File: config.mk
export PLATFORM = sky130hd
export DESIGN_NAME = opi_queue
export DESIGN_NICKNAME = d
export VERILOG_FILES = /design/src/opi_pkg.sv /design/src/opi_queue.sv
export SDC_FILE = /design/constraint.sdc
export NUM_CORES = 1
export LEC_CHECK = 0
export BUFFER_PORTS_ARGS = -buffer_cell sky130_fd_sc_hd__buf_2
export CORE_MARGIN = 10
export CORE_UTILIZATION = 60
export DETAILED_ROUTE_END_ITERATION = 8
export GPL_TIMING_DRIVEN = 0
export PLACE_DENSITY = 0.82
export SKIP_CTS_REPAIR_TIMING = 1
export SLEW_MARGIN = 20
export SYNTH_ARGS = -nofsm -noshare
export SYNTH_HDL_FRONTEND = slang
export SYNTH_SLANG_ARGS = --single-unit
File: constraint.sdc
create_clock -name clk -period 7.3 [get_ports clk]
set_clock_uncertainty 0.05 [all_clocks]
set_input_delay 1.46 -clock clk [delete_from_list [all_inputs] [get_ports clk]]
set_output_delay 1.46 -clock clk [all_outputs]
set_load 0.01 [all_outputs]
File: src/opi_pkg.sv
package opi_pkg;

  // Field widths
  localparam int TS_W  = 32;
  localparam int DT_W  = 24;
  localparam int VEL_W = 24;
  localparam int POS_W = 48;
  localparam int ANG_W = 16;
  localparam int CFG_W = 24;
  localparam int P_W   = 48;   // yaw_rate * dt

  // Step limit register
  localparam logic [CFG_W-1:0] MAX_STEP_RST = 24'd100000;
  localparam logic [CFG_W-1:0] MIN_STEP     = 24'd10000;

  // Input function codes
  localparam logic FUNC_CLEAR = 1'b1;

  // Job queue
  localparam int QDEPTH = 4;
  localparam int QPTR_W = $clog2(QDEPTH);
  localparam int QCNT_W = QPTR_W + 1;

  // CORDIC
  localparam int CORDIC_STEPS_DEF = 16;
  localparam int CORDIC_STEPS_MAX = 24;
  localparam int STEP_W = $clog2(CORDIC_STEPS_MAX);
  localparam int CV_W   = 34;
  localparam logic signed [CV_W-1:0] CORDIC_GAIN = 34'sd652032874;
  localparam logic signed [CV_W-1:0] QUARTER_TURN = 34'sh040000000;
  localparam logic signed [CV_W-1:0] HALF_TURN    = 34'sh080000000;

  // Shared multiplier
  localparam int MA_W   = 35;
  localparam int MB_W   = CV_W;
  localparam int PROD_W = 64;
  localparam int RS_W   = 57;
  localparam logic signed [RS_W-1:0] RND22 = 57'sd2097152;
  localparam int RSH    = 22;

  // Shared divider: floor division by 2^k * 15625
  // 2e6 = 2^7 * 15625, 31250 = 2^1 * 15625, 512e6 = 2^15 * 15625
  localparam int DIV_NW   = 62;
  localparam int DIV_UW   = 64;
  localparam int DIV_SH_W = 4;
  localparam int DIG_W    = 16;   // quotient digit per pass
  localparam int REM_W    = 14;
  localparam int DIV_VW   = REM_W + DIG_W;
  localparam int DIV_MW   = 31;
  localparam int DIV_PW   = 60;
  localparam int DIV_RSH  = 44;
  localparam logic [DIV_VW-1:0] DIV_D     = 30'd15625;
  localparam logic [DIV_MW-1:0] DIV_RECIP = 31'd1125899907;  // ceil(2^44 / 15625)
  localparam logic [DIV_SH_W-1:0] SH_TURN = 4'd7;
  localparam logic [DIV_SH_W-1:0] SH_HALF = 4'd1;
  localparam logic [DIV_SH_W-1:0] SH_DISP = 4'd15;
  localparam logic signed [DIV_NW-1:0] BIAS_TURN = 62'sd1000000;
  localparam logic signed [DIV_NW-1:0] BIAS_HALF = 62'sd15625;
  localparam logic signed [DIV_NW-1:0] BIAS_DISP = 62'sd256000000;

  typedef enum logic [1:0] {
    KIND_CLEAR,
    KIND_HOLD,
    KIND_MOVE
  } kind_t;

  typedef enum logic [4:0] {
    ST_IDLE,
    ST_P,
    ST_DF,
    ST_WF,
    ST_WH,
    ST_CR,
    ST_CN,
    ST_M1,
    ST_M2,
    ST_M3,
    ST_M4,
    ST_M5,
    ST_M6,
    ST_M7,
    ST_WX,
    ST_WY,
    ST_OUT
  } state_t;

  typedef struct packed {
    logic                    func;
    logic [TS_W-1:0]         timestamp_us;
    logic signed [VEL_W-1:0] vel_x;
    logic signed [VEL_W-1:0] vel_y;
    logic signed [VEL_W-1:0] yaw_rate;
  } sample_t;

  typedef struct packed {
    logic                    accepted;
    logic                    is_initialized;
    logic signed [POS_W-1:0] pose_x;
    logic signed [POS_W-1:0] pose_y;
    logic signed [ANG_W-1:0] heading;
  } pose_t;

  typedef struct packed {
    kind_t                   kind;
    logic                    init;
    logic [DT_W-1:0]         dt;
    logic signed [VEL_W-1:0] vel_x;
    logic signed [VEL_W-1:0] vel_y;
    logic signed [VEL_W-1:0] yaw_rate;
  } job_t;

  // atan(2^-i) in 2^-32 turn units
  function automatic logic [31:0] atan_turn(input logic [STEP_W-1:0] i);
    logic [31:0] v;
    case (i)
      5'd0:  v = 32'h20000000;
      5'd1:  v = 32'h12E4051E;
      5'd2:  v = 32'h09FB385B;
      5'd3:  v = 32'h051111D4;
      5'd4:  v = 32'h028B0D43;
      5'd5:  v = 32'h0145D7E1;
      5'd6:  v = 32'h00A2F61E;
      5'd7:  v = 32'h00517C55;
      5'd8:  v = 32'h0028BE53;
      5'd9:  v = 32'h00145F2F;
      5'd10: v = 32'h000A2F98;
      5'd11: v = 32'h000517CC;
      5'd12: v = 32'h00028BE6;
      5'd13: v = 32'h000145F3;
      5'd14: v = 32'h0000A2FA;
      5'd15: v = 32'h0000517D;
      5'd16: v = 32'h000028BE;
      5'd17: v = 32'h0000145F;
      5'd18: v = 32'h00000A30;
      5'd19: v = 32'h00000518;
      5'd20: v = 32'h0000028C;
      5'd21: v = 32'h00000146;
      5'd22: v = 32'h000000A3;
      5'd23: v = 32'h00000051;
      default: v = 32'h0;
    endcase
    return v;
  endfunction

endpackage

File: src/opi_queue.sv
module opi_queue import opi_pkg::*; (
  input  logic clk,
  input  logic rst,
  input  logic push,
  input  job_t push_job,
  output logic full,
  input  logic pop,
  output logic head_valid,
  output job_t head_job
);

  job_t              mem [QDEPTH];
  logic [QPTR_W-1:0] wr_ptr;
  logic [QPTR_W-1:0] rd_ptr;
  logic [QCNT_W-1:0] count;

  assign full       = (count == QCNT_W'(QDEPTH));
  assign head_valid = (count != '0);
  assign head_job   = mem[rd_ptr];

  // entry storage
  always_ff @(posedge clk) begin
    if (push) begin
      mem[wr_ptr] <= push_job;
    end
  end

  // pointers and fill level
  always_ff @(posedge clk) begin
    if (rst) begin
      wr_ptr <= '0;
      rd_ptr <= '0;
      count  <= '0;
    end else begin
      if (push) begin
        wr_ptr <= wr_ptr + 1'b1;
      end
      if (pop) begin
        rd_ptr <= rd_ptr + 1'b1;
      end
      if (push && !pop) begin
        count <= count + 1'b1;
      end else if (pop && !push) begin
        count <= count - 1'b1;
      end
    end
  end

  a_no_push_full: assert property (@(posedge clk) disable iff (rst) push |-> !full)
    else $error("push into full job queue");
  a_no_pop_empty: assert property (@(posedge clk) disable iff (rst) pop |-> head_valid)
    else $error("pop from empty job queue");
  a_count_up: assert property (@(posedge clk) disable iff (rst)
    (push && !pop) |=> count == $past(count) + 1'b1)
    else $error("job queue count did not follow push");

endmodule

After elaboration in Yosys (flattened, before gate mapping)
Memory sizes are Yosys's and may differ from the RTL's. A register that Yosys moved wholly into a read port is not among the register bits.
Cells that the tools add are included.
{"block": "totals", "ff_bits": 7, "ram_bits": 396, "inputBits": 103, "output_inout_bits": 101, "n_memories": 1}
{"memory": "mem", "words": 4, "width": 99, "rd": 1, "rd_ports_with_merged_regs": 1, "wr": 1, "line": "opi_queue.sv:12", "source": "job_t mem [QDEPTH];"}
{"block": "classes", "n_addsub": 4, "eq_ne": 1, "n_mux": 6, "reduce_logical": 6}
{"operator": "$mux 3", "count": 2}
{"operator": "$add 2x1->2 const B", "count": 2}
{"operator": "$mux 2", "count": 2}
{"operator": "$add 3x1->3 const B", "count": 1}
{"operator": "$eq 3x3->1 const B", "count": 1}
{"operator": "$reduce_bool 3->1", "count": 1}
{"operator": "$sub 3x1->3 const B", "count": 1}
{"operator": "$logic_and 1x1->1", "count": 2}
{"operator": "$logic_not 1->1", "count": 2}
{"operator": "$mux 1", "count": 2}
{"operator": "$reduce_bool 2->1", "count": 1}

Logic depth before layout (Yosys ltp)
Gate-level depths: netlist (run 1).
{"block": "depth", "depth_word": 4, "mapped_depth": 7, "mapped_depth_nobuf": 7}

Worst setup path after synthesis (run 1)
Ideal clock, no wire load.
{"block": "synth_timing", "kind": "input to register", "startpoint": "input port push", "endpoint": "memory mem[0][0] in the netlist's numbering (enable)", "setup_ns": 0.469, "t_arrival_ns": 3.747, "slack_ns": 3.035, "cell_stages": 1, "cell_sequence": "and2_1"}
{"block": "synth_via", "elab_chain_len": 2}
{"element": "start, declared", "line": "opi_queue.sv:4", "source": "input logic push,"}
{"element": "$mux 1", "line": "opi_queue.sv:23", "source": "if (push) begin"}
{"element": "$mux 1 (implied by the code)", "line": "opi_queue.sv:24", "source": "mem[wr_ptr] <= push_job;"}
{"element": "end, declared", "line": "opi_queue.sv:12"}
No other way between the ends.

==> results of run 1 <==
## final timing paths
path / startpoint / depth (start not counted) / to
min reg2reg: count[2] / 2 / count[2]
max reg2reg: wr_ptr[0] / 5 / mem[2][80]
max: flip-flop / 4 / head_job[4]
min: count[2] / 2 / count[2]
## layout by cell type, fill, tap and decap left out, drive strengths merged
cell and n:
buf 224, xnor2 2, nand2 1, edfxtp 396, mux2i 2, a21oi 1, inv 4, mux4 99
xor2 3, or3 2, nor2 7, and2 4, nor3b 1, dfxtp 9, ha 5, fa 1
clkinv 17, clkbuf 59, clkinvlp 1, diode 1, o21ai 1
## layer usage
layer	wire length, um	vias up
met5	21	-
met4	527	4
met3	2514	51
met2	14680	278
met1	11160	3523
li1	-	2922
## logic make-up after synthesis
family,count (synthesis),synth area share
compound gates,2,0.0006812
xor+xnor,5,0.002984
fa+ha+maj,6,0.005625
buf+inv,27,0.01006
flops,405,0.8223
mux,101,0.1532
simple gates,15,0.005114
## registers in the layout, summed over array words and instances, names as in the netlist, named ones only
signal,cells
rd_ptr,2
count,3
mem,396
wr_ptr,2
## final cells by class
cell class	count	area (um2)	area share
sequential	405	12070	0.6919
multi-input combinational	129	2471	0.1416
timing repair buffer	210	1201	0.06884
clock buffer	50	1060	0.06074
tap	324	405.4	0.02323
buffer	23	132.6	0.007601
clock inverter	18	88.84	0.005091
inverter	4	15.01	0.0008605
antenna	1	2.502	0.0001434
## worst min-delay path, delay by kind of cell, from the launching register on
| family | cells | cell delay [ns] |
|---|---|---|
| DFF | 1 | 0.33 |
| AOI/OAI and AO/OA | 2 | 0.14 |
## report_power, final
| group | switching (mW) | total (mW) | internal, mW |
|---|---|---|---|
| Clock | 0.779 | 1.80 | 1.02 |
| Sequential | 0.0287 | 2.70 | 2.67 |
| Combinational | 0.276 | 0.509 | 0.233 |
==> results.md, run 1 <==
- Static Leak: 5.915 nW
- Worst Path Arrival: 2.28 ns
- Type of the worst setup path: flip-flop to primary output
- Via density: 5.823
- Crit path capture type: primary output
- Final Power: 5.011 mW
- Longest Clk Path Bufs: 3
- Share of the synthesized area in the top cell type: 0.8100
- DR WL/cell: 24.83 um
- Cell Pwr Density: 287.2 nW/um2
- Final wirelength: 28.90 mm
- Tot GR Track Use: 0.1853
- Fin util: 0.7217
- Netlist Area Pre-Place: 14680 um2
- R2R setup slack: 5.30 ns
- Status: completed
- Dpl cells: 1095
- Vias in the first global route: 7435
- Slew Limit Fails: 0
- Placed Area: 16300 um2
- IO Port Bufs: 202
- Core Area: 24180 um2
- WP buf/inv: 3
- Number of routed nets with antenna violations: 0
- Number of flops mapped to enable cells by yosys: 396
- CP Cell Sequence: buf_2, clkbuf_1, mux4_2, buf_2
- First-pass GRT wire length: 44.19 mm
- Final worst-path cycle share: 0.5190
- Largest net degree at the start of global routing: 50
- TritonRoute pass-1 iters: 5
- Mapped Cells: 561
- Starting Density: 0.6072
- Startpoint types: flip-flop
- Fraction of layout instances using a drive strength above 1: 0.4529
- Sequential share of the synthesized area: 0.8223
- Fin cells: 1164
- Final min period: 3.789 ns
- DRC Markers: 0
- Initial antenna violation count: 3
- Final-report setup violation count: 0
- Commonest cells in the netlist: edfxtp_1 (396), mux4_2 (99), buf_2 (10), clkbuf_1 (9), dfxtp_1 (9)
- Nets: 921
- HP Class: flip-flop to flip-flop
- Slowest cell delay on critical path: 0.56 ns
- Most numerous cell in the Yosys netlist: edfxtp_1
- Most used cell, CP: buf_2
- Top cells by area, synth: edfxtp_1 (81%), mux4_2 (15%), dfxtp_1 (1.2%)
- Via count: 6778
- Grt peak-use layer: met2
- Asr flop ratio synth: 0
- Ys flop type: edfxtp_1
- Syn_nets: 670
- Die height: 176.4 um
- Fmax: 263.9 MHz
- CTS tree: built
- DP HPWL: 18.78 mm
- Clk Latency, worst-skew pair: 0.51 ns
- CTS Sinks: 405
- Worst-path clk slew: 0.06 ns
- Delay-heaviest family, CP: buffers and inverters
- Max-cap violation count: 0
- GR Util met2: 0.3058
- Placement Setup Slack: 3.995 ns
- Clock root cell: clkbuf_16
- Total Neg Setup Slack: 0 ns
- Yosys top cell by area: edfxtp_1
- Worst EP required: 5.79 ns
- RSZ-0062 raised after global routing: no
- Final setup margin: 3.511 ns
- Worst slew margin: 0.5534
- Drt initial violations: 463
- Full die area: 31120 um2
- Worst Path Max Fanout: 10
- TritonCTS Buffers: 39
- Endpoints failing hold: 0
- GPL Wtd Cong: 0.7514
- Post-synth cell types: 21
- Final Instance Area: 17450 um2
- Yosys reg bits: 405
- Met3 Track Usage GR: 0.05361
- Crit-path slowest cell: clkbuf_1
- Die Width: 176.4 um
- Synthesis-to-layout area growth: 18.85%
- # fillers: 1354
- Hold Slack: 0.4592 ns
- Gr ovfl total: 0
- Worst vdd ir: 228.0 uV
- CTS H-tree lvls: 2
- Yosys Warn Count: 0
- Met1 Resource Use GR: 0.2388
- Worst-margin pin slew: 0.6699 ns
- I/O pin count: 204
- Post-Syn Area per Cell: 26.17 um2
- Placement Rows: 57
(Power assumes the default switching activity.)
==> run 2: changes to the inputs <==
--- a/config.mk
+++ b/config.mk
@@ -7,10 +7,10 @@
 export LEC_CHECK = 0
 export BUFFER_PORTS_ARGS = -buffer_cell sky130_fd_sc_hd__buf_2
 export CORE_MARGIN = 10
-export CORE_UTILIZATION = 60
+export CORE_UTILIZATION = 57
 export DETAILED_ROUTE_END_ITERATION = 8
 export GPL_TIMING_DRIVEN = 0
-export PLACE_DENSITY = 0.82
+export PLACE_DENSITY = 0.78
 export SKIP_CTS_REPAIR_TIMING = 1
 export SLEW_MARGIN = 20
 export SYNTH_ARGS = -nofsm -noshare
==> constraint.sdc (replaced) <==
create_clock -name clk -period 3.8 [get_ports clk]
set_clock_uncertainty 0.05 [all_clocks]
set_input_delay 0.76 -clock clk [delete_from_list [all_inputs] [get_ports clk]]
set_output_delay 0.76 -clock clk [all_outputs]
set_load 0.01 [all_outputs]
==> results.md, run 2 (synthesis results as in run 1) <==
- Core Area: 25250 um2
- Clk pwr share: 0.383
- Initial antenna violation count: 4
- Full die area: 32570 um2
- DRC Markers: 0
- Switching part of the total: 0.2085
- Via density: 5.658
- Drt initial violations: 442
- Type of the worst setup path: flip-flop to primary output
- CTS tree: built
- Worst slew margin: 0.5552
- Met2 routed WL: 13.97 mm
- Slew Limit Fails: 0
- Die height: 180.5 um
- Sequential share of power: 0.520
- First-pass GRT wire length: 43.19 mm
- # fillers: 1527
- Placement Rows: 58
- Static Leak: 5.968 nW
- Die Width: 180.5 um
- Starting Density: 0.5813
- Final wirelength: 27.87 mm
- CTS Sinks: 405
- IO Port Bufs: 202
- Placement Setup Slack: 1.218 ns
- I/O pin count: 204
- Total Neg Setup Slack: 0 ns
- Final worst-path cycle share: 0.8082
- Fmax: 325.6 MHz
- Max reg flops: 396
- Worst-path clk slew: 0.06 ns
- Crit path capture type: primary output
- Vias in the first global route: 7346
- Via count: 6643
- Clk Latency, worst-skew pair: 0.52 ns
- Largest Register: mem
- GPL Wtd Cong: 0.7701
- Sequential cell area: 12070 um2
- Commonest non-fill, non-tap cell in the layout: edfxtp_1
- Final min period: 3.071 ns
- Endpoints failing hold: 0
- Hold Slack: 0.4030 ns
- DP HPWL: 18.45 mm
- RSZ-0062 raised after global routing: no
- Clock root cell: clkbuf_16
- Startpoint types: flip-flop
- CTS H-tree lvls: 2
- Final setup margin: 0.7287 ns
- Worst Path Arrival: 2.26 ns
- Combinational Power Share: 0.097
- Footprint of the multi-input gates: 2471 um2
- Largest net degree at the start of global routing: 45
- Status: completed
- TritonRoute pass-1 iters: 4
- Longest Clk Path Bufs: 3
- Number of routed nets with antenna violations: 0
- Final-report setup violation count: 0
- Synthesis-to-layout area growth: 19.78%
- Worst EP required: 2.99 ns
- TritonCTS Buffers: 40
- Switching pwr: 2.078 mW
- Wire length on met3: 2.161 mm
- DR WL/cell: 23.74 um
- Tot GR Track Use: 0.1698
- Commonest cells after routing, fill and taps aside: edfxtp_1 (396), buf_2 (212), mux4_2 (99)
- Final Power: 9.967 mW
- Worst-margin pin slew: 0.6672 ns
- Top Registers: mem (396), count (3)
- P_int: 7.889 mW
- Gr ovfl total: 0
- Worst Path Max Fanout: 10
- Fraction of layout instances using a drive strength above 1: 0.4512
- Cell Pwr Density: 566.8 nW/um2
- DR top layer: met5
- HP Class: input port to flip-flop
- WL met1: 11.21 mm
- Nets: 922
- Worst vdd ir: 413.3 uV
- Max-cap violation count: 0
run 2: final cells by class:
class,instances,area share
antenna,4,0.0005692
buffer,23,0.007542
clock buffer,53,0.06091
clock inverter,16,0.01131
inverter,4,0.0008538
multi-input combinational,129,0.1405
sequential,405,0.6865
tap,330,0.02348
timing repair buffer,210,0.06831
run 2: power groups by stage:
stage	clock, mW	combinational [mW]	sequential (mW)
after floorplan	0	0.559	5.28
after CTS	3.89	0.999	5.18
after global routing	4.06	1.05	5.20
after global placement	0	0.929	5.29
after detailed placement	0	0.993	5.28
final	3.82	0.969	5.18
run 2: critical path, stage by stage (launching register included):
cell and delay [ns]:
dfxtp_1 0.30, buf_2 0.30, clkbuf_1 0.56, mux4_2 0.42, buf_2 0.16
run 2: final timing paths:
kind	startpoint	to	slack (ns)	cells past startpoint
worst max-delay path	flip-flop	head_job[62]	0.73	4
worst min-delay path	push_job[10]	mem[2][10]	0.40	1
worst max register to register	wr_ptr[0]	mem[2][72]	1.76	5
worst min register to register	count[2]	count[2]	0.48	2
run 2: routing by layer:
| layer | track usage | vias up |
|---|---|---|
| met4 | 0.04396 | 2 |
| met1 | 0.2182 | 3425 |
| li1 | - | 2930 |
| met2 | 0.2799 | 241 |
| met5 | 0 | - |
| met3 | 0.04980 | 45 |
run 2: through the flow:
step	cells	utilization	instance area (um2)
finish	1174	0.6963	17580
global route	1172	0.6961	17580
CTS	1170	0.6959	17570
detailed placement	1101	0.6456	16300
global placement	1093	0.6377	16100
floorplan	561	-	14680
