==> config.mk <==
export PLATFORM = sky130hd
export DESIGN_NAME = opi_front
export DESIGN_NICKNAME = d
export VERILOG_FILES = /design/src/opi_pkg.sv /design/src/opi_front.sv
export SDC_FILE = /design/constraint.sdc
export NUM_CORES = 1
export LEC_CHECK = 0
export BUFFER_PORTS_ARGS = -buffer_cell sky130_fd_sc_hd__buf_2
export CORE_ASPECT_RATIO = 0.7
export CORE_MARGIN = 2
export CORE_UTILIZATION = 53
export DETAILED_ROUTE_END_ITERATION = 8
export GPL_TIMING_DRIVEN = 0
export PLACE_DENSITY = 0.88
export SLEW_MARGIN = 25
export SYNTH_ARGS = -nofsm -noshare
export SYNTH_HDL_FRONTEND = slang
export SYNTH_SLANG_ARGS = --single-unit
==> constraint.sdc <==
create_clock -name clk -period 8.9 [get_ports clk]
set_input_delay 0.445 -clock clk [delete_from_list [all_inputs] [get_ports clk]]
set_output_delay 0.445 -clock clk [all_outputs]
set_load 0.03 [all_outputs]
==> src/opi_pkg.sv <==
package opi_pkg;

  // Field widths
  localparam int TS_W  = 32;
  localparam int DT_W  = 24;
  localparam int VEL_W = 24;
  localparam int POS_W = 48;
  localparam int ANG_W = 16;
  localparam int CFG_W = 24;
  localparam int P_W   = 48;   // yaw_rate * dt

  // Step limit register
  localparam logic [CFG_W-1:0] MAX_STEP_RST = 24'd100000;
  localparam logic [CFG_W-1:0] MIN_STEP     = 24'd10000;

  // Input function codes
  localparam logic FUNC_CLEAR = 1'b1;

  // Job queue
  localparam int QDEPTH = 4;
  localparam int QPTR_W = $clog2(QDEPTH);
  localparam int QCNT_W = QPTR_W + 1;

  // CORDIC
  localparam int CORDIC_STEPS_DEF = 16;
  localparam int CORDIC_STEPS_MAX = 24;
  localparam int STEP_W = $clog2(CORDIC_STEPS_MAX);
  localparam int CV_W   = 34;
  localparam logic signed [CV_W-1:0] CORDIC_GAIN = 34'sd652032874;
  localparam logic signed [CV_W-1:0] QUARTER_TURN = 34'sh040000000;
  localparam logic signed [CV_W-1:0] HALF_TURN    = 34'sh080000000;

  // Shared multiplier
  localparam int MA_W   = 35;
  localparam int MB_W   = CV_W;
  localparam int PROD_W = 64;
  localparam int RS_W   = 57;
  localparam logic signed [RS_W-1:0] RND22 = 57'sd2097152;
  localparam int RSH    = 22;

  // Shared divider: floor division by 2^k * 15625
  // 2e6 = 2^7 * 15625, 31250 = 2^1 * 15625, 512e6 = 2^15 * 15625
  localparam int DIV_NW   = 62;
  localparam int DIV_UW   = 64;
  localparam int DIV_SH_W = 4;
  localparam int DIG_W    = 16;   // quotient digit per pass
  localparam int REM_W    = 14;
  localparam int DIV_VW   = REM_W + DIG_W;
  localparam int DIV_MW   = 31;
  localparam int DIV_PW   = 60;
  localparam int DIV_RSH  = 44;
  localparam logic [DIV_VW-1:0] DIV_D     = 30'd15625;
  localparam logic [DIV_MW-1:0] DIV_RECIP = 31'd1125899907;  // ceil(2^44 / 15625)
  localparam logic [DIV_SH_W-1:0] SH_TURN = 4'd7;
  localparam logic [DIV_SH_W-1:0] SH_HALF = 4'd1;
  localparam logic [DIV_SH_W-1:0] SH_DISP = 4'd15;
  localparam logic signed [DIV_NW-1:0] BIAS_TURN = 62'sd1000000;
  localparam logic signed [DIV_NW-1:0] BIAS_HALF = 62'sd15625;
  localparam logic signed [DIV_NW-1:0] BIAS_DISP = 62'sd256000000;

  typedef enum logic [1:0] {
    KIND_CLEAR,
    KIND_HOLD,
    KIND_MOVE
  } kind_t;

  typedef enum logic [4:0] {
    ST_IDLE,
    ST_P,
    ST_DF,
    ST_WF,
    ST_WH,
    ST_CR,
    ST_CN,
    ST_M1,
    ST_M2,
    ST_M3,
    ST_M4,
    ST_M5,
    ST_M6,
    ST_M7,
    ST_WX,
    ST_WY,
    ST_OUT
  } state_t;

  typedef struct packed {
    logic                    func;
    logic [TS_W-1:0]         timestamp_us;
    logic signed [VEL_W-1:0] vel_x;
    logic signed [VEL_W-1:0] vel_y;
    logic signed [VEL_W-1:0] yaw_rate;
  } sample_t;

  typedef struct packed {
    logic                    accepted;
    logic                    is_initialized;
    logic signed [POS_W-1:0] pose_x;
    logic signed [POS_W-1:0] pose_y;
    logic signed [ANG_W-1:0] heading;
  } pose_t;

  typedef struct packed {
    kind_t                   kind;
    logic                    init;
    logic [DT_W-1:0]         dt;
    logic signed [VEL_W-1:0] vel_x;
    logic signed [VEL_W-1:0] vel_y;
    logic signed [VEL_W-1:0] yaw_rate;
  } job_t;

  // atan(2^-i) in 2^-32 turn units
  function automatic logic [31:0] atan_turn(input logic [STEP_W-1:0] i);
    logic [31:0] v;
    case (i)
      5'd0:  v = 32'h20000000;
      5'd1:  v = 32'h12E4051E;
      5'd2:  v = 32'h09FB385B;
      5'd3:  v = 32'h051111D4;
      5'd4:  v = 32'h028B0D43;
      5'd5:  v = 32'h0145D7E1;
      5'd6:  v = 32'h00A2F61E;
      5'd7:  v = 32'h00517C55;
      5'd8:  v = 32'h0028BE53;
      5'd9:  v = 32'h00145F2F;
      5'd10: v = 32'h000A2F98;
      5'd11: v = 32'h000517CC;
      5'd12: v = 32'h00028BE6;
      5'd13: v = 32'h000145F3;
      5'd14: v = 32'h0000A2FA;
      5'd15: v = 32'h0000517D;
      5'd16: v = 32'h000028BE;
      5'd17: v = 32'h0000145F;
      5'd18: v = 32'h00000A30;
      5'd19: v = 32'h00000518;
      5'd20: v = 32'h0000028C;
      5'd21: v = 32'h00000146;
      5'd22: v = 32'h000000A3;
      5'd23: v = 32'h00000051;
      default: v = 32'h0;
    endcase
    return v;
  endfunction

endpackage

==> src/opi_front.sv <==
module opi_front import opi_pkg::*; (
  input  logic             clk,
  input  logic             rst,
  input  logic             cfg_we,
  input  logic [CFG_W-1:0] cfg_data,
  input  logic             sample_valid,
  output logic             sample_stall,
  input  sample_t          sample,
  input  logic             q_full,
  output logic             q_push,
  output job_t             q_job
);

  logic [CFG_W-1:0] max_step;
  logic             init_flag;
  logic [TS_W-1:0]  last_time;
  logic [CFG_W-1:0] lim;
  logic [TS_W-1:0]  d;
  logic             step_ok;

  // take a word whenever the queue has room
  assign sample_stall = q_full;
  assign q_push       = sample_valid & ~q_full;

  // classify the word
  always_comb begin
    lim     = (max_step < MIN_STEP) ? MIN_STEP : max_step;
    d       = sample.timestamp_us - last_time;
    step_ok = (d != '0) && (d <= {{(TS_W-CFG_W){1'b0}}, lim});
    q_job.dt       = d[DT_W-1:0];
    q_job.vel_x    = sample.vel_x;
    q_job.vel_y    = sample.vel_y;
    q_job.yaw_rate = sample.yaw_rate;
    if (sample.func == FUNC_CLEAR) begin
      q_job.kind = KIND_CLEAR;
      q_job.init = 1'b0;
    end else if (!init_flag || !step_ok) begin
      q_job.kind = KIND_HOLD;
      q_job.init = 1'b1;
    end else begin
      q_job.kind = KIND_MOVE;
      q_job.init = 1'b1;
    end
  end

  // step limit, first-sample flag and last timestamp
  always_ff @(posedge clk) begin
    if (rst) begin
      max_step  <= MAX_STEP_RST;
      init_flag <= 1'b0;
      last_time <= '0;
    end else begin
      if (cfg_we) begin
        max_step <= cfg_data;
      end
      if (q_push) begin
        if (sample.func == FUNC_CLEAR) begin
          init_flag <= 1'b0;
          last_time <= '0;
        end else begin
          init_flag <= 1'b1;
          last_time <= sample.timestamp_us;
        end
      end
    end
  end

endmodule

### Word-level counts from Yosys, hierarchy flattened

Index checks and enable logic that the tools add are counted.

| word-level totals | value |
|---|---|
| output and inout bits | 101 |
| register bits after elaboration | 57 |
| logic and storage cells | 18 |
| bits of input ports | 134 |

| operators by class | value |
|---|---|
| bitwise logic cells | 2 |
| add/sub/neg operators | 1 |
| magnitude comparators | 2 |
| multiplexer cells | 5 |
| reductions and logical operators | 5 |

Operators with widths:

| operator | count |
|---|---|
| $le A32 B24 Y1 | 1 |
| $mux W32 | 1 |
| $reduce_bool A32 Y1 | 1 |
| $sub A32 B32 Y32 | 1 |
| $lt A24 B14 Y1 const B | 1 |
| $mux W24 | 1 |
| $mux W3 | 2 |
| $logic_not A1 Y1 | 2 |
| $and A1 B1 Y1 | 1 |
| $logic_and A1 B1 Y1 | 1 |
| $logic_or A1 B1 Y1 | 1 |
| $mux W1 | 1 |
| $not A1 Y1 | 1 |

### Longest topological paths before layout

Gate-level depths: netlist of the first run.

| depth | value |
|---|---|
| depth in word-level cells | 8 |
| gate-level depth with buffers | 20 |
| mapped depth without buffers | 19 |

### Least setup slack after synthesis of the first run

No wires, ideal clock.

| timing | value |
|---|---|
| path type | input -> output |
| start point | input port sample[72] in the netlist's numbering |
| end point | output port q_job[98] in the netlist's numbering |
| arrival | 4846 ps |
| cell stages on the path | 19 |
| path slack | 3609 ps |
| data required time | 8455 ps |
| buffers on the path | 0 |
| cells stage by stage | inv_1 -> ha_1 -> inv_1 -> fa_1 -> a21o_1 -> a221o_1 -> o211ai_1 -> a21oi_1 -> xor2_1 -> ha_1 -> a21oi_1 -> a21boi_0 -> or4b_2 -> a211oi_1 -> nand4b_1 -> o311a_1 -> o22ai_1 -> o2111ai_1 -> nor2_1 |

RTL lines:

| what | line | text |
|---|---|---|
| start: declaration | opi_front.sv:8 | `input sample_t sample,` |
| end: declaration | opi_front.sv:11 | `output job_t q_job` |

==> reports/results.txt, run 1 <==
Cell taking the most area after synthesis - dfxtp_1
Synth area leaders - dfxtp_1 (21%), ha_1 (13%), buf_4 (10%), a21oi_1 (6.6%), nand2_1 (5.6%)
Post-synthesis area per instance - 7.387 sq um
Post-CTS setup buffer count - 0
Slew Viols, Final - 0
Internal - 0.6572 mW
Chip height - 88.40 um
Antenna violations before repair - 0
First-pass GRT wire length - 25410 um
Die Wd - 124.6 um
Crit start category - flop
Critical Path RT - 8.46 ns
Finish-stage setup viols - 0
FF-to-FF path depth - 2
Cell variety after synth - 61
Num rows - 30
Final period util - 66.47%
ANT cells - 0
Clock share of power - 36.5%
Top delay family on crit path - simple AND/OR/NAND/NOR gates
CP arrival - 5.47 ns
H-tree lvl count - 3
RSZ-0062 raised after global routing - false
CTS max path bufs - 2
Synth Net Count - 919
CP max FO - 9
CTS sink cnt - 57
Pre-Repair DR Iteration Count - 7
Setup crit end kind - output port
Grt ovf - 0
Final GP Congestion - 0.9776
Final wirelength - 16020 um
Synthesized area - 5393 sq um
Largest net degree at the start of global routing - 13
Post-DP HPWL - 12540 um
GR Util All Layers - 28.25%
Sw frac - 37.72%
CTS Buf Count - 9
Vias per cell - 5.628
Pwr dens - 158.0 nW/um^2
Synth top area share - 21.16%
Dpl cells - 1018
Hold Path Cell Cnt - 3
Seq/Total Area, Yosys - 21.16%
CP peak stage delay - 0.63 ns
Max Cap Viol - 0
ANT nets after route - 0
DRT iter0 DRCs - 430
Leak - 3.004 nW
Routed wire per std cell - 15.49 um
Combinational Power Share - 37.6%
IO buf count - 160
Fmax - 169.0 MHz
Syn Inst Count - 730
Fraction of layout cells with a size suffix above 1 - 29.14%
Pwr Total - 1.055 mW
Crit-path cells - inv_1, ha_1, clkbuf_1, nand4_1, nor4_1, o2111ai_1, nand3_1, xor2_1, ha_1, nand4_1, nor2_1, or4b_2, a211oi_1, nand4b_1, o311a_1, o22ai_1, o2111ai_1, and2_1, buf_2
Fin nets - 1090
Clock Tree Root - clkbuf_16
Setup TNS - 0 ns
# DRC - 0
Die area - 11010 sq um
Slowest CP cell - or4b_2
Vias in the first global route - 5280
Status - completed
Final clock skew - 0 ns
Core box area - 9797 sq um
Final Hold Vio Count - 0
Ys flop type - dfxtp_1
Hold buffers post-CTS - 0
Starting Density - 55.04%
Crit. path cell count - 19
FFs w/ async S/R, synth - 0%
Hold Path Class - input port to flop
Crit path buf inv count - 3
Vias - 5819
Synth Register Bits - 57
Slew HR - 49.91%
I/O pins - 235
Synth-to-layout area growth - 23.87%
VDD IR max - 0.00009026 V
Switching power - 0.3980 mW
Final Non-Filler Cells - 1034
TritonCTS clock tree - yes
Clock transition at path regs - 0.06 ns
Minimum clock period - 5.916 ns
Post-synth EDFFs - 0
Worst-Margin Slew - 0.7514 ns
Post-CTS Resized - 0
YS warnings - 0
CP Class - flop to output port
Sequential power share - 26.0%
Worst-skew pair later-pin latency - 0.33 ns
## tightest hold or removal path, delay by kind of cell
family                 cells  cell delay (ns)
buffers and inverters      1             0.08
AOI/OAI and AO/OA          1             0.06
and+or+nand+nor            1             0.05
## power by group through the flow
stage | Combinational [mW] | Clock [mW] | Sequential [mW]
after CTS | 0.389 | 0.388 | 0.274
after floorplan | 0.282 | 0 | 0.277
after global placement | 0.377 | 0 | 0.279
after global routing | 0.430 | 0.399 | 0.275
final | 0.397 | 0.385 | 0.274
after detailed placement | 0.383 | 0 | 0.279
## cells in the mapped netlist (3+ instances only)
cell and number:
nand2_1 81, buf_4 73, a21oi_1 71, dfxtp_1 57, ha_1 54, inv_1 48, nor2_1 46, nand3_1 44
clkbuf_1 29, o21ai_0 28, mux2i_1 24, nand4_1 15, xnor2_1 11, xor2_1 11, o211ai_1 10, a211oi_1 9
a21o_1 9, nor4_1 8, o21a_1 8, nor3_1 7, a31oi_1 6, nor2b_1 6, a211o_1 5, and3_1 5
and2_1 4, o2111ai_1 4, o21bai_1 4, or3_1 4, a21boi_0 3, o31ai_1 3, or2_2 3
## kinds of logic after synthesis
logic type,synth area share (%)
flops,21.16
compound gates,20.49
mux,4.664
xor+xnor,3.573
buf+inv,16.26
simple gates,20.95
fa+ha+maj,12.90
## final cells by class
cell class,instances,area [sq um]
buffer,107,685.7
clock buffer,9,225.2
clock inverter,7,101.3
fill,822,3117
inverter,51,191.4
multi-input combinational,515,3374
sequential,57,1141
tap,128,160.2
timing repair buffer,160,800.8
## per-stage QoR
| step | util [%] | hold slack, ns | instance area (sq um) | setup slack (ns) |
|---|---|---|---|---|
| finish | 68.19 | 0.3335 | 6680 | 2.984 |
| global route | 68.19 | 0.3309 | 6680 | 2.576 |
| CTS | 68.19 | 0.3253 | 6680 | 3.133 |
| detailed placement | 64.85 | 0.4449 | 6354 | 3.321 |
| global placement | 64.85 | 0.4398 | 6354 | 3.378 |
| floorplan | - | 0.4319 | 5393 | 3.609 |
## registers in the layout (all words and copies together) (netlist names)
name       flops
last_time     32
init_flag      1
max_step      24
## cells in the final DEF, fill, tap and decap left out, types with 6 or more instances in the layout
cell type	instances
a211oi_1	9
a21o_1	9
a21oi_1	71
a31oi_1	6
buf_2	162
buf_4	73
clkbuf_1	29
clkbuf_16	9
dfxtp_1	57
ha_1	54
inv_1	48
mux2i_1	24
nand2_1	81
nand3_1	44
nand4_1	15
nor2_1	46
nor2b_1	6
nor3_1	7
nor4_1	8
o211ai_1	10
o21a_1	8
o21ai_0	28
xnor2_1	11
xor2_1	11
## layer usage
layer  track usage [%]  vias to the layer above  share of wire (%)
li1                  -                     2849                  -
met1             38.05                     2651                 44
met2             43.77                      287                 44
met3             9.190                       32                9.9
met4             8.172                        0                1.6
met5                 0                        -                  0
## final timing paths
kind,from,end,slack (ns)
worst max-delay path,last_time[16],q_job[97],2.98
worst min-delay path,cfg_data[15],max_step[15],0.33
worst max register to register,init_flag,init_flag,8.15
worst min register to register,last_time[24],last_time[24],0.45
No activity file was read; power rests on OpenSTA's default activity.
==> inputs of run 2 (changes only) <==
--- a/config.mk
+++ b/config.mk
@@ -8,10 +8,10 @@
 export BUFFER_PORTS_ARGS = -buffer_cell sky130_fd_sc_hd__buf_2
 export CORE_ASPECT_RATIO = 0.7
 export CORE_MARGIN = 2
-export CORE_UTILIZATION = 53
+export CORE_UTILIZATION = 49
 export DETAILED_ROUTE_END_ITERATION = 8
 export GPL_TIMING_DRIVEN = 0
-export PLACE_DENSITY = 0.88
+export PLACE_DENSITY = 0.82
 export SLEW_MARGIN = 25
 export SYNTH_ARGS = -nofsm -noshare
 export SYNTH_HDL_FRONTEND = slang
==> constraint.sdc (replaced) <==
create_clock -name clk -period 5.6 [get_ports clk]
set_input_delay 0.28 -clock clk [delete_from_list [all_inputs] [get_ports clk]]
set_output_delay 0.28 -clock clk [all_outputs]
set_load 0.03 [all_outputs]
==> run 2 against run 1 <==
Net effect: via count down 2.0%; clock skew unchanged; worst hold slack worse by 0.17 ns; combinational power up 59%; cell area up 0.84%; sequential share of layout area down 0.14 points; non-clock buffer count down 5; largest cell class unchanged; largest power group unchanged.
==> reports/results.txt, run 2 (synthesized netlist as in run 1, its figures left out) <==
Status - completed
Antenna violations before repair - 0
Hold Worst Slack - 0.1631 ns
Core box area - 10850 sq um
Most frequent cells in the layout - buf_2 (162), nand2_1 (81), buf_4 (74)
Starting Density - 49.70%
Final period util - 95.70%
Max Cap Viol - 0
CP peak stage delay - 0.66 ns
Final wirelength - 15570 um
CTS Buf Count - 9
Crit-path cells - inv_1, ha_1, clkbuf_1, nand4_1, nor4_2, o2111ai_1, nand3_1, xor2_2, ha_1, nand4_1, nor2_1, or4b_2, a211oi_2, nand4b_1, o311a_1, o22ai_1, o2111ai_1, and2_1, buf_2
Finish-stage setup viols - 0
Sw frac - 37.47%
Routed wire per std cell - 14.77 um
Combinational Power Share - 37.7%
VDD IR max - 0.0001488 V
Max reg flops - 32
TritonCTS clock tree - yes
CP Class - flop to output port
Clock Tree Root - clkbuf_16
CTS max path bufs - 2
Sequential power share - 26.0%
Final clock skew - 0 ns
Final Non-Filler Cells - 1054
Final GP Congestion - 0.9618
Dpl cells - 1043
IO buf count - 160
Setup TNS - 0 ns
CTS sink cnt - 57
Post-Place Worst Slack - 0.4224 ns
H-tree lvl count - 3
GR Util All Layers - 25.80%
Critical Path RT - 5.32 ns
RSZ-0062 raised after global routing - false
Clock share of power - 36.4%
CP max FO - 9
Pre-Repair DR Iteration Count - 5
Switching power - 0.6287 mW
Commonest non-fill, non-tap cell in the layout - buf_2
Post-DP HPWL - 12400 um
Vias - 5701
Fraction of layout cells with a size suffix above 1 - 30.08%
ANT cells - 0
Largest registers - last_time x32, max_step x24, init_flag x1
Pwr dens - 249.1 nW/um^2
I/O pins - 235
Die Wd - 129.4 um
Final Hold Vio Count - 0
ANT nets after route - 0
Clock transition at path regs - 0.05 ns
First-pass GRT wire length - 24780 um
Largest net degree at the start of global routing - 13
Worst-Margin Slew - 0.8002 ns
Top delay family on crit path - simple AND/OR/NAND/NOR gates
Num rows - 32
Grt ovf - 0
Hold Path Class - input port to flop
Synth-to-layout area growth - 24.92%
Crit path buf inv count - 3
Crit start category - flop
Fin nets - 1085
Setup ws final - 0.2407 ns
Worst-skew pair later-pin latency - 0.33 ns
Setup crit end kind - output port
Biggest register - last_time
Vias per cell - 5.409
Slew HR - 46.65%
Slew Viols, Final - 0
Hold buffers post-CTS - 0
Fmax - 186.6 MHz
CP arrival - 5.08 ns
Slowest CP cell - or4b_2
Internal - 1.049 mW
Minimum clock period - 5.359 ns
# DRC - 0
Leak - 3.015 nW
Die area - 11870 sq um
Chip height - 91.77 um
DRT iter0 DRCs - 454
Vias in the first global route - 5134
-- run 2: area by class of cell --
type | count | area [sq um]
clock inverters | 7 | 103.9
fillers | 1004 | 4114
clock buffers | 9 | 225.2
multi-input cells | 515 | 3412
flip-flops and latches | 57 | 1141
inverters | 51 | 191.4
well taps | 153 | 191.4
repair buffers | 161 | 808.3
plain buffers | 101 | 663.1
-- run 2: layer usage --
metal	up-vias	share of wire [%]	track usage, %
met1	2622	45	36.43
met4	0	1.2	6.703
li1	2822	-	-
met5	-	0	0
met2	236	45	39.52
met3	21	8.4	5.834
-- run 2: power groups by stage --
| stage | Clock (mW) | Sequential, mW | Combinational (mW) |
|---|---|---|---|
| 2_1_floorplan | 0 | 0.440 | 0.449 |
| 3_3_place_gp | 0 | 0.443 | 0.601 |
| 3_5_place_dp | 0 | 0.444 | 0.610 |
| 4_1_cts | 0.615 | 0.435 | 0.618 |
| 5_1_grt | 0.636 | 0.437 | 0.684 |
| 6_report | 0.610 | 0.436 | 0.632 |
-- run 2: through the flow --
step	util, %	power, mW	area (sq um)
after floorplan	-	0.8890	5393
after global placement	58.84	1.045	6385
after detailed placement	58.84	1.054	6385
after CTS	61.88	1.668	6714
after global routing	62.08	1.757	6736
final	62.08	1.678	6736
-- run 2: path summary, 6_finish.rpt --
path                 startpoint             to  slack, ns  cells past startpoint
setup reg to reg      init_flag      init_flag       4.84                      2
hold / removal      sample[104]      init_flag       0.16                      2
hold reg to reg   last_time[28]  last_time[28]       0.45                      2
setup / recovery  last_time[13]      q_job[97]       0.24                     19
-- run 2: repair_timing --
action                     CTS  global route
setup endpoints to repair    0             2
gates resized for setup      0             8
buffers inserted             0             1
==> inputs of run 3 (changes only) <==
==> constraint.sdc (replaced) <==
create_clock -name clk -period 5.7 [get_ports clk]
set_input_delay 0.285 -clock clk [delete_from_list [all_inputs] [get_ports clk]]
set_output_delay 0.285 -clock clk [all_outputs]
set_load 0.03 [all_outputs]
==> run 3 against run 2 <==
Net effect: die area unchanged; total power down 2.0%; sequential cell count is the same; highest routed layer unchanged.
==> reports/results.txt, run 3 (synthesized netlist as in run 1, its figures left out) <==
Antenna violations before repair - 0
Worst-Margin Slew - 0.7935 ns
Setup crit end kind - output port
Largest net degree at the start of global routing - 13
Chip height - 91.77 um
IO buf count - 160
CTS sink cnt - 57
Grt ovf - 0
Leak - 3.016 nW
Slew Viols, Final - 0
DRT iter0 DRCs - 495
Most frequent cells in the layout - buf_2 (162), nand2_1 (81), buf_4 (74)
GR Util All Layers - 25.80%
Final period util - 95.11%
Clock transition at path regs - 0.05 ns
Slew HR - 47.10%
Vias per cell - 5.390
First-pass GRT wire length - 24780 um
Num rows - 32
Die Wd - 129.4 um
ANT nets after route - 0
Vias - 5692
VDD IR max - 0.0001463 V
Max Cap Viol - 0
CP max FO - 9
ANT cells - 0
Fin nets - 1087
Finish-stage setup viols - 0
Max reg flops - 32
Routed wire per std cell - 14.65 um
Top delay family on crit path - simple AND/OR/NAND/NOR gates
Hold Path Class - input port to flop
I/O pins - 235
Commonest non-fill, non-tap cell in the layout - buf_2
Crit path buf inv count - 3
CTS max path bufs - 2
Biggest register - last_time
CP peak stage delay - 0.64 ns
Synth-to-layout area growth - 24.85%
Status - completed
DR WL met2 - 6959 um
Minimum clock period - 5.422 ns
Crit-path cells - inv_1, ha_1, clkbuf_1, nand4_1, nor4_1, o2111ai_1, nand3_1, xor2_2, ha_1, nand4_1, nor2_1, or4b_2, a211oi_1, nand4b_1, o311a_1, o22ai_1, o2111ai_1, and2_1, buf_2
CP Class - flop to output port
Crit start category - flop
Largest registers - last_time x32, max_step x24, init_flag x1
Core box area - 10850 sq um
Post-DP HPWL - 12400 um
Final clock skew - 0 ns
Die area - 11870 sq um
Starting Density - 49.70%
Setup TNS - 0 ns
Worst-skew pair later-pin latency - 0.34 ns
TritonCTS clock tree - yes
Fmax - 184.4 MHz
# DRC - 0
Final Hold Vio Count - 0
Pre-Repair DR Iteration Count - 5
Critical Path RT - 5.41 ns
Fraction of layout cells with a size suffix above 1 - 29.79%
CP Launch Point - last_time[13]
Max layer used - met4
RR Startpoint - init_flag
Fillers - 1006
CP arrival - 5.14 ns
M1 wire length - 7085 um
Final wirelength - 15470 um
Vias in the first global route - 5134
Pwr dens - 244.3 nW/um^2
Final GP Congestion - 0.9618
Slowest CP cell - or4b_2
Clock Tree Root - clkbuf_16
CTS Buf Count - 9
DR WL met3 - 1280 um
H-tree lvl count - 3
Hold path startpoint - sample[104]
Pwr Total - 1.645 mW
## run 3: cell count changes in the layout (fill, tap and decap cells not counted)
cell | previous run | this run
a211oi_1 | 8 | 9
a211oi_2 | 2 | 1
clkbuf_1 | 23 | 25
nor4_1 | 7 | 8
nor4_2 | 1 | 0
## run 3: worst paths after layout
check | slack, ns | to | cells after the start
max | 0.28 | q_job[97] | 19
min | 0.17 | init_flag | 2
max reg2reg | 4.96 | init_flag | 2
min reg2reg | 0.45 | last_time[28] | 2
## run 3: stage by stage
step	std cells	instance area (sq um)	hold slack, ns	util, %	setup slack (ns)
after global placement	1043	6385	0.4387	58.84	0.4914
after CTS	1059	6714	0.1611	61.88	0.1652
after floorplan	730	5393	0.3806	-	0.7291
final	1056	6733	0.1674	62.05	0.2785
after global routing	1056	6733	0.1675	62.05	-0.004756
after detailed placement	1043	6385	0.4435	58.84	0.5124
## run 3: what timing repair did
action                                  CTS  global route
endpoints found under the hold margin     0             0
gates resized for setup                   0             6
endpoints found under the setup margin    0             2
hold buffers                              0             0
setup buffers                             0             1
## run 3: power by group
| part | internal, mW | switching, mW |
|---|---|---|
| Combinational | 0.227 | 0.391 |
| Sequential | 0.416 | 0.0119 |
| Clock | 0.387 | 0.212 |
| Total | 1.03 | 0.615 |
## run 3: routing by layer
metal	vias up	track usage (%)
met2	246	39.52
li1	2826	-
met4	0	6.703
met5	-	0
met3	14	5.834
met1	2606	36.43
## run 3: cell type report
cell class                      instances  area (sq um)  area share [%]
Multi-Input combinational cell        515          3401           50.51
Timing Repair Buffer                  161         808.3           12.01
Clock inverter                          7         103.9           1.542
Clock buffer                            9         225.2           3.345
Sequential cell                        57          1141           16.95
Inverter                               51         191.4           2.843
Buffer                                103         670.6           9.961
Tap cell                              153         191.4           2.843
